**config.mk**
```make
export PLATFORM = sky130hd
export DESIGN_NAME = spd_ram
export DESIGN_NICKNAME = d
export VERILOG_FILES = /design/src/design/scanline_packbits_decoder_macros.svh /design/src/design/spd_ram.sv
export SDC_FILE = /design/constraint.sdc
export NUM_CORES = 1
export LEC_CHECK = 0
export BUFFER_PORTS_ARGS = -buffer_cell sky130_fd_sc_hd__buf_2
export CORE_ASPECT_RATIO = 1.75
export CORE_MARGIN = 2
export CORE_UTILIZATION = 45
export CTS_BUF_LIST = sky130_fd_sc_hd__clkbuf_4 sky130_fd_sc_hd__clkbuf_8 sky130_fd_sc_hd__clkbuf_16
export DETAILED_ROUTE_END_ITERATION = 16
export REMOVE_ABC_BUFFERS = 1
export SYNTH_ARGS = -nofsm -noshare
export SYNTH_HDL_FRONTEND = slang
export SYNTH_SLANG_ARGS = --single-unit
```
**constraint.sdc**
```tcl
create_clock -name clk_i -period 1.55 [get_ports clk_i]
set_input_delay 0.0775 -clock clk_i [delete_from_list [all_inputs] [get_ports clk_i]]
set_output_delay 0.0775 -clock clk_i [all_outputs]
set_load 0.05 [all_outputs]
```
**src/design/scanline_packbits_decoder_macros.svh**
```systemverilog
// assertion macros used by the decoder
`ifndef SCANLINE_PACKBITS_DECODER_MACROS_SVH
`define SCANLINE_PACKBITS_DECODER_MACROS_SVH
`ifndef ASSERT_OFF
// property checked at every rising clock edge outside reset
`define SPD_ASSERT(lbl, clk, rstn, prop, msg) \
  lbl: assert property (@(posedge clk) disable iff (!rstn) prop) else $error(msg);
// consequent checked in the cycle after the antecedent
`define SPD_ASSERT_NEXT(lbl, clk, rstn, ante, cons, msg) \
  lbl: assert property (@(posedge clk) disable iff (!rstn) (ante) |=> (cons)) \
    else $error(msg);
`else
`define SPD_ASSERT(lbl, clk, rstn, prop, msg)
`define SPD_ASSERT_NEXT(lbl, clk, rstn, ante, cons, msg)
`endif
`endif

```
**src/design/spd_ram.sv**
```systemverilog
module spd_ram #(
  parameter int unsigned WIDTH = 8,
  parameter int unsigned DEPTH = 16,
  localparam int unsigned AW = (DEPTH > 1) ? $clog2(DEPTH) : 1
) (
  input  logic             clk_i,
  input  logic             we_i,
  input  logic [AW-1:0]    waddr_i,
  input  logic [WIDTH-1:0] wdata_i,
  input  logic [AW-1:0]    raddr_i,
  output logic [WIDTH-1:0] rdata_o
);

  logic [WIDTH-1:0] mem_q [DEPTH];

  // single write port
  always_ff @(posedge clk_i) begin
    if (we_i) begin
      mem_q[waddr_i] <= wdata_i;
    end
  end

  // registered read, old data on a same-address write
  always_ff @(posedge clk_i) begin
    rdata_o <= mem_q[raddr_i];
  end

endmodule

```
==> results of run 1 <==
==> Yosys cell counts <==
cell / count
and2_1: 1
edfxtp_1: 128
nand3_1: 1
nand2b_1: 2
mux4_2: 18
buf_6: 3
nor2b_1: 1
nor3_1: 4
buf_2: 3
and2b_1: 1
or3b_2: 1
nand2_1: 9
dfxtp_1: 8
mux4_1: 14
nor2_1: 13
clkdlybuf4s25_2: 3
a22oi_1: 16
nand3b_1: 2
buf_4: 1
==> registers in the layout, summed over array words and instances, names as in the netlist <==
name,count
mem_q,128
rdata_o,8
==> power groups by stage <==
stage          combinational (mW)  clock, mW  sequential [mW]
5_1_grt                     0.512       4.35             4.14
2_1_floorplan               0.165          0             4.29
3_5_place_dp                0.486          0             4.22
4_1_cts                     0.487       4.20             4.14
6_report                    0.478       4.14             4.14
3_3_place_gp                0.474          0             4.21
==> metrics by stage <==
stage / total power, mW / std cells / TNS, ns / hold slack [ns]
4_1_cts: 8.83 / 433 / 0 / 0.0351
3_5_place_dp: 4.70 / 401 / 0 / 0.469
2_1_floorplan: 4.46 / 219 / -0.163 / 0.176
5_1_grt: 9.01 / 433 / 0 / 0.0598
6_report: 8.75 / 433 / 0 / 0.0473
3_3_place_gp: 4.69 / 401 / 0 / 0.455
==> worst max-delay path, cell delays in order, from the launching register on <==
cell	delay (ns)
edfxtp_1	0.36
mux4_1	0.50
a22oi_1	0.25
nand2_1	0.09
==> cells by family (layout without fill, tap and decap cells) <==
kind of cell,after synthesis,after routing,share of synthesized area [%]
muxes,32,32,15.0
AOI/OAI and AO/OA,16,16,2.33
DFF,136,136,77.8
buffers and inverters,10,82,1.68
and+or+nand+nor,35,35,3.18
==> final cells by class <==
cell class / instances / area share, %
multi-input combinational: 83 / 17.0
timing repair buffer: 50 / 5.84
sequential: 136 / 64.5
clock buffer: 22 / 7.55
tap: 132 / 2.66
clock inverter: 10 / 2.46
==> worst max path at each step <==
stage / end / slack (ns)
4_1_cts: rdata_o[4] / 0.22
3_3_place_gp: rdata_o[3] / 0.06
5_1_grt: rdata_o[0] / 0.17
2_1_floorplan: mem_q[0][0] / -0.02
3_5_place_dp: rdata_o[4] / 0.04
6_report: rdata_o[3] / 0.22
==> routing by layer <==
layer	vias up	wire, um
li1	1092	-
met1	1276	3730
met2	59	5490
met3	12	343
met4	0	144
met5	-	0
==> impl_metrics.yaml, run 1 <==
status:
  status: "completed"
synth:
  yosys_register_bits: 136
  synth_seq_area_share_pct: 77.8
  synth_top_area_share_pct: 74.7
  synth_cell_types: 19
  yosys.area.top_type: "edfxtp_1"
  yosys-top-cells-area: "edfxtp_1 (75%), mux4_2 (7.9%), mux4_1 (7.1%)"
  syn_inst: 229
  synth_warnings: 0
  syn-mean-instance-area_um2: 22.5
  syn-cell-area_um2: 5150
die:
  die_h_um: 145
  start_util_pct: 46.1
  rows: 51
  die_area_um2: 12300
  die_w_um: 84.9
  io_pins: 26
  core_um2: 11200
global_routing:
  antenna_found_initial: 0
  grtUsageMet2_pct: 29.7
  grt_max_degree: 17
  grt_pass1_wl_mm: 15.1
  global_route.usage.met3_pct: 4.65
  busiest_layer: "met2"
  grt_pass1_vias: 2603
  grt_util_all_layers_pct: 17.2
  overflow: 0
  grt.met1_usage_pct: 19.9
route:
  first_pass_iters: 4
  wirelength_mm: 9.71
  viasPerCell: 5.63
  drc_errors: 0
  ant_nets: 0
  drtIter0Drc: 175
  dr_total_vias: 2439
  drt-wirelength-per-cell_um: 22.4
cells_and_area:
  ff_latch_area_um2: 4000
  drive_above_1_share_pct: 33.6
  fillers: 844
  syn_to_final_growth_pct: 20.7
  antenna_cells: 0
  multi_input_area_um2: 1060
  finalInstanceArea_um2: 6210
  final_common_cell: "edfxtp_1"
  layout_common_cells: "edfxtp_1 (128), buf_2 (25), buf_4 (21)"
  final_core_util_pct: 55.6
  final_nets: 306
power:
  peakVddDrop_v: 0.000838
  p_leak_nw: 2.15
  switching_share_pct: 19.1
  power.switching_mw: 1.67
  intPower_mw: 7.08
  p_per_area_nw_per_um2: 1410
  p_seq_share_pct: 47.3
  combPwrFrac_pct: 5.5
  p_clk_share_pct: 47.3
timing:
  maxSlewViolCount: 0
  max_slew.worst_pin.slew_ns: 0.431
  setup_slack_ns: 0.224
  setup_viol: 0
  finClkSkew_ns: 0.00561
  relSlewSlack_pct: 71.3
  max_freq_mhz: 754
  final_hold_viol_count: 0
  min_period_ns: 1.33
  rsz0062_at_grt: "no"
  period_share_pct: 85.5
cts:
  cts_setup_buffers: 0
  postCtsHoldBufs: 0
  ctsResizeCount: 0
  cts_tree: "built"
  htreeDepth: 4
  cts.clk_slew.worst_paths_ns: 0.06
  numClockSinks: 136
  insertion_delay_ns: 0.41
  clock_path_buffers: 2
  cts_made_buffers: 17
  root_buffer: "clkbuf_16"
setup_path:
  r2r_setup_slack_ns: 0.22
  r2r_end: "rdata_o[3]"
  rr_worst_depth: 3
  crit_fanout: 1
  endpoint_kind: "flop"
  reg2reg_from: "mem_q[9][3]"
  startpoint_type: "flop"
  critPathLaunch: "mem_q[9][3]"
  cp.required_ns: 1.83
  arrival_ns: 1.61
  crit_type: "flop to flop"
placement:
  portBuffers: 25
  dpl_cell_area_um2: 5590
  place_ws_ns: 0.0419
  place_hpwl_mm: 6.79
  place.gp.congestion: 0.787
run:
  maxCapViolCount: 0
min_path:
  min_path_type: "input pin to flop"
  hold_start: "wdata_i[0]"
  hold_depth: 1
  holdPathEnd: "mem_q[7][0]"
Power figures use the tool's default switching activity.
==> run 2, diff against run 1 <==
--- a/config.mk
+++ b/config.mk
@@ -6,7 +6,6 @@
 export NUM_CORES = 1
 export LEC_CHECK = 0
 export BUFFER_PORTS_ARGS = -buffer_cell sky130_fd_sc_hd__buf_2
-export CORE_ASPECT_RATIO = 1.75
 export CORE_MARGIN = 2
 export CORE_UTILIZATION = 45
 export CTS_BUF_LIST = sky130_fd_sc_hd__clkbuf_4 sky130_fd_sc_hd__clkbuf_8 sky130_fd_sc_hd__clkbuf_16
==> run 2 against run 1 <==
Against the previous run:
- core utilization down 0.84 points
- critical path type unchanged
- register-to-register slack worse by 0.03 ns
- worst setup slack lost 0.035 ns
- largest power group unchanged
- clock power down 2%
- non-clock buffer count decreased by 3
- final area is 0.58% lower
- first-iteration DRC count rose by 14%
- worst hold slack worse by 0.0049 ns
==> impl_metrics.yaml, run 2 (synthesized netlist as in run 1, its figures left out) <==
status:
  status: "completed"
power:
  p_leak_nw: 2.12
  peakVddDrop_v: 0.000688
  combPwrFrac_pct: 5.3
  power.switching_mw: 1.72
  p_seq_share_pct: 47.7
  p_clk_share_pct: 46.9
  p_per_area_nw_per_um2: 1400
  switching_share_pct: 19.8
  intPower_mw: 6.95
cells_and_area:
  largest_register_ffs: 128
  syn_to_final_growth_pct: 20.0
  drive_above_1_share_pct: 32.0
  regMostFlops: "mem_q"
  final_common_cell: "edfxtp_1"
  layout_common_cells: "edfxtp_1 (128), buf_2 (25), buf_4 (19)"
  final_nets: 303
  antenna_cells: 0
  top_regs: "mem_q: 128 flops, rdata_o: 8 flops"
  final_core_util_pct: 54.8
global_routing:
  grt_pass1_vias: 2592
  grt_pass1_wl_mm: 14.5
  grt.met1_usage_pct: 22.5
  busiest_layer: "met2"
  grtUsageMet2_pct: 24.9
  antenna_found_initial: 0
  overflow: 0
  global_route.usage.met3_pct: 4.65
  grt_util_all_layers_pct: 16.1
  grt_max_degree: 33
placement:
  place_hpwl_mm: 5.96
  place_ws_ns: 0.0340
  portBuffers: 25
  place.gp.congestion: 0.714
cts:
  insertion_delay_ns: 0.41
  htreeDepth: 4
  root_buffer: "clkbuf_16"
  ctsResizeCount: 0
  cts_tree: "built"
  cts_setup_buffers: 0
  cts_made_buffers: 17
  postCtsHoldBufs: 0
  numClockSinks: 136
  cts.clk_slew.worst_paths_ns: 0.06
  clock_path_buffers: 2
timing:
  relSlewSlack_pct: 72.4
  rsz0062_at_grt: "no"
  min_period_ns: 1.36
  maxSlewViolCount: 0
  max_freq_mhz: 735
  setup_slack_ns: 0.190
  final_hold_viol_count: 0
  max_slew.worst_pin.slew_ns: 0.412
  finClkSkew_ns: 0.0147
  setup_viol: 0
  period_share_pct: 87.8
setup_path:
  cp.required_ns: 1.82
  startpoint_type: "flop"
  r2r_setup_slack_ns: 0.19
  reg2reg_from: "mem_q[9][2]"
  crit_type: "flop to flop"
  arrival_ns: 1.64
  cp_num_buf_inv: 0
  cp_top_family: "multiplexers"
  cp_slowest_cell: "mux4_1"
  crit_fanout: 1
  cp_num_cells: 3
  max_stage_delay_ns: 0.50
  rr_worst_depth: 3
  r2r_end: "rdata_o[2]"
  endpoint_kind: "flop"
  path_cells: "mux4_1 -> a22oi_1 -> nand2_1"
  critPathLaunch: "mem_q[9][2]"
route:
  dr_total_vias: 2400
  drt-wirelength-per-cell_um: 20.6
  first_pass_iters: 5
  wirelength_mm: 9.05
  drc_errors: 0
  drtIter0Drc: 199
  viasPerCell: 5.45
  ant_nets: 0
run:
  maxCapViolCount: 0
die:
  io_pins: 26
  core_um2: 11300
  die_w_um: 111
  die_area_um2: 12300
  rows: 39
  start_util_pct: 45.7
  die_h_um: 111
min_path:
  hold_start: "wdata_i[6]"
  hold_depth: 1
  holdPathEnd: "mem_q[13][6]"
  min_path_type: "input pin to flop"
## run 2: power by group through the flow
stage	sequential [mW]	combinational, mW	clock, mW
3_5_place_dp	4.22	0.472	0
6_report	4.14	0.462	4.07
4_1_cts	4.14	0.473	4.15
2_1_floorplan	4.29	0.165	0
3_3_place_gp	4.21	0.465	0
5_1_grt	4.15	0.498	4.30
## run 2: worst max-delay path by stage
stage,end,slack (ns)
floorplan,mem_q[0][0],-0.02
global placement,rdata_o[0],0.07
detailed placement,rdata_o[0],0.03
CTS,rdata_o[2],0.17
global route,rdata_o[2],0.12
finish,rdata_o[2],0.19
## run 2: layout make-up
| cell class | instances | area (um2) |
|---|---|---|
| flip-flops and latches | 136 | 4000 |
| clock inverters | 14 | 181 |
| multi-input cells | 83 | 1060 |
| well taps | 143 | 179 |
| fillers | 862 | 5100 |
| clock buffers | 17 | 425 |
| repair buffers | 47 | 328 |
## run 2: metrics by stage
step,power (mW),TNS [ns],cells,cell area (um2),hold WS (ns)
after floorplan,4.46,-0.163,219,5060,0.176
after global placement,4.68,0,409,5570,0.469
after detailed placement,4.69,0,409,5570,0.473
after CTS,8.76,0,440,6170,0.0359
after global routing,8.94,0,440,6170,0.0594
final,8.67,0,440,6170,0.0424
## run 2: routing by layer
layer  part of all wire (%)  routed length [um]  vias up
li1                       -                   -     1085
met3                    5.9                 537        2
met1                     45                4070     1238
met4                   0.24                  22        0
met5                      0                   0        -
met2                     49                4420       75
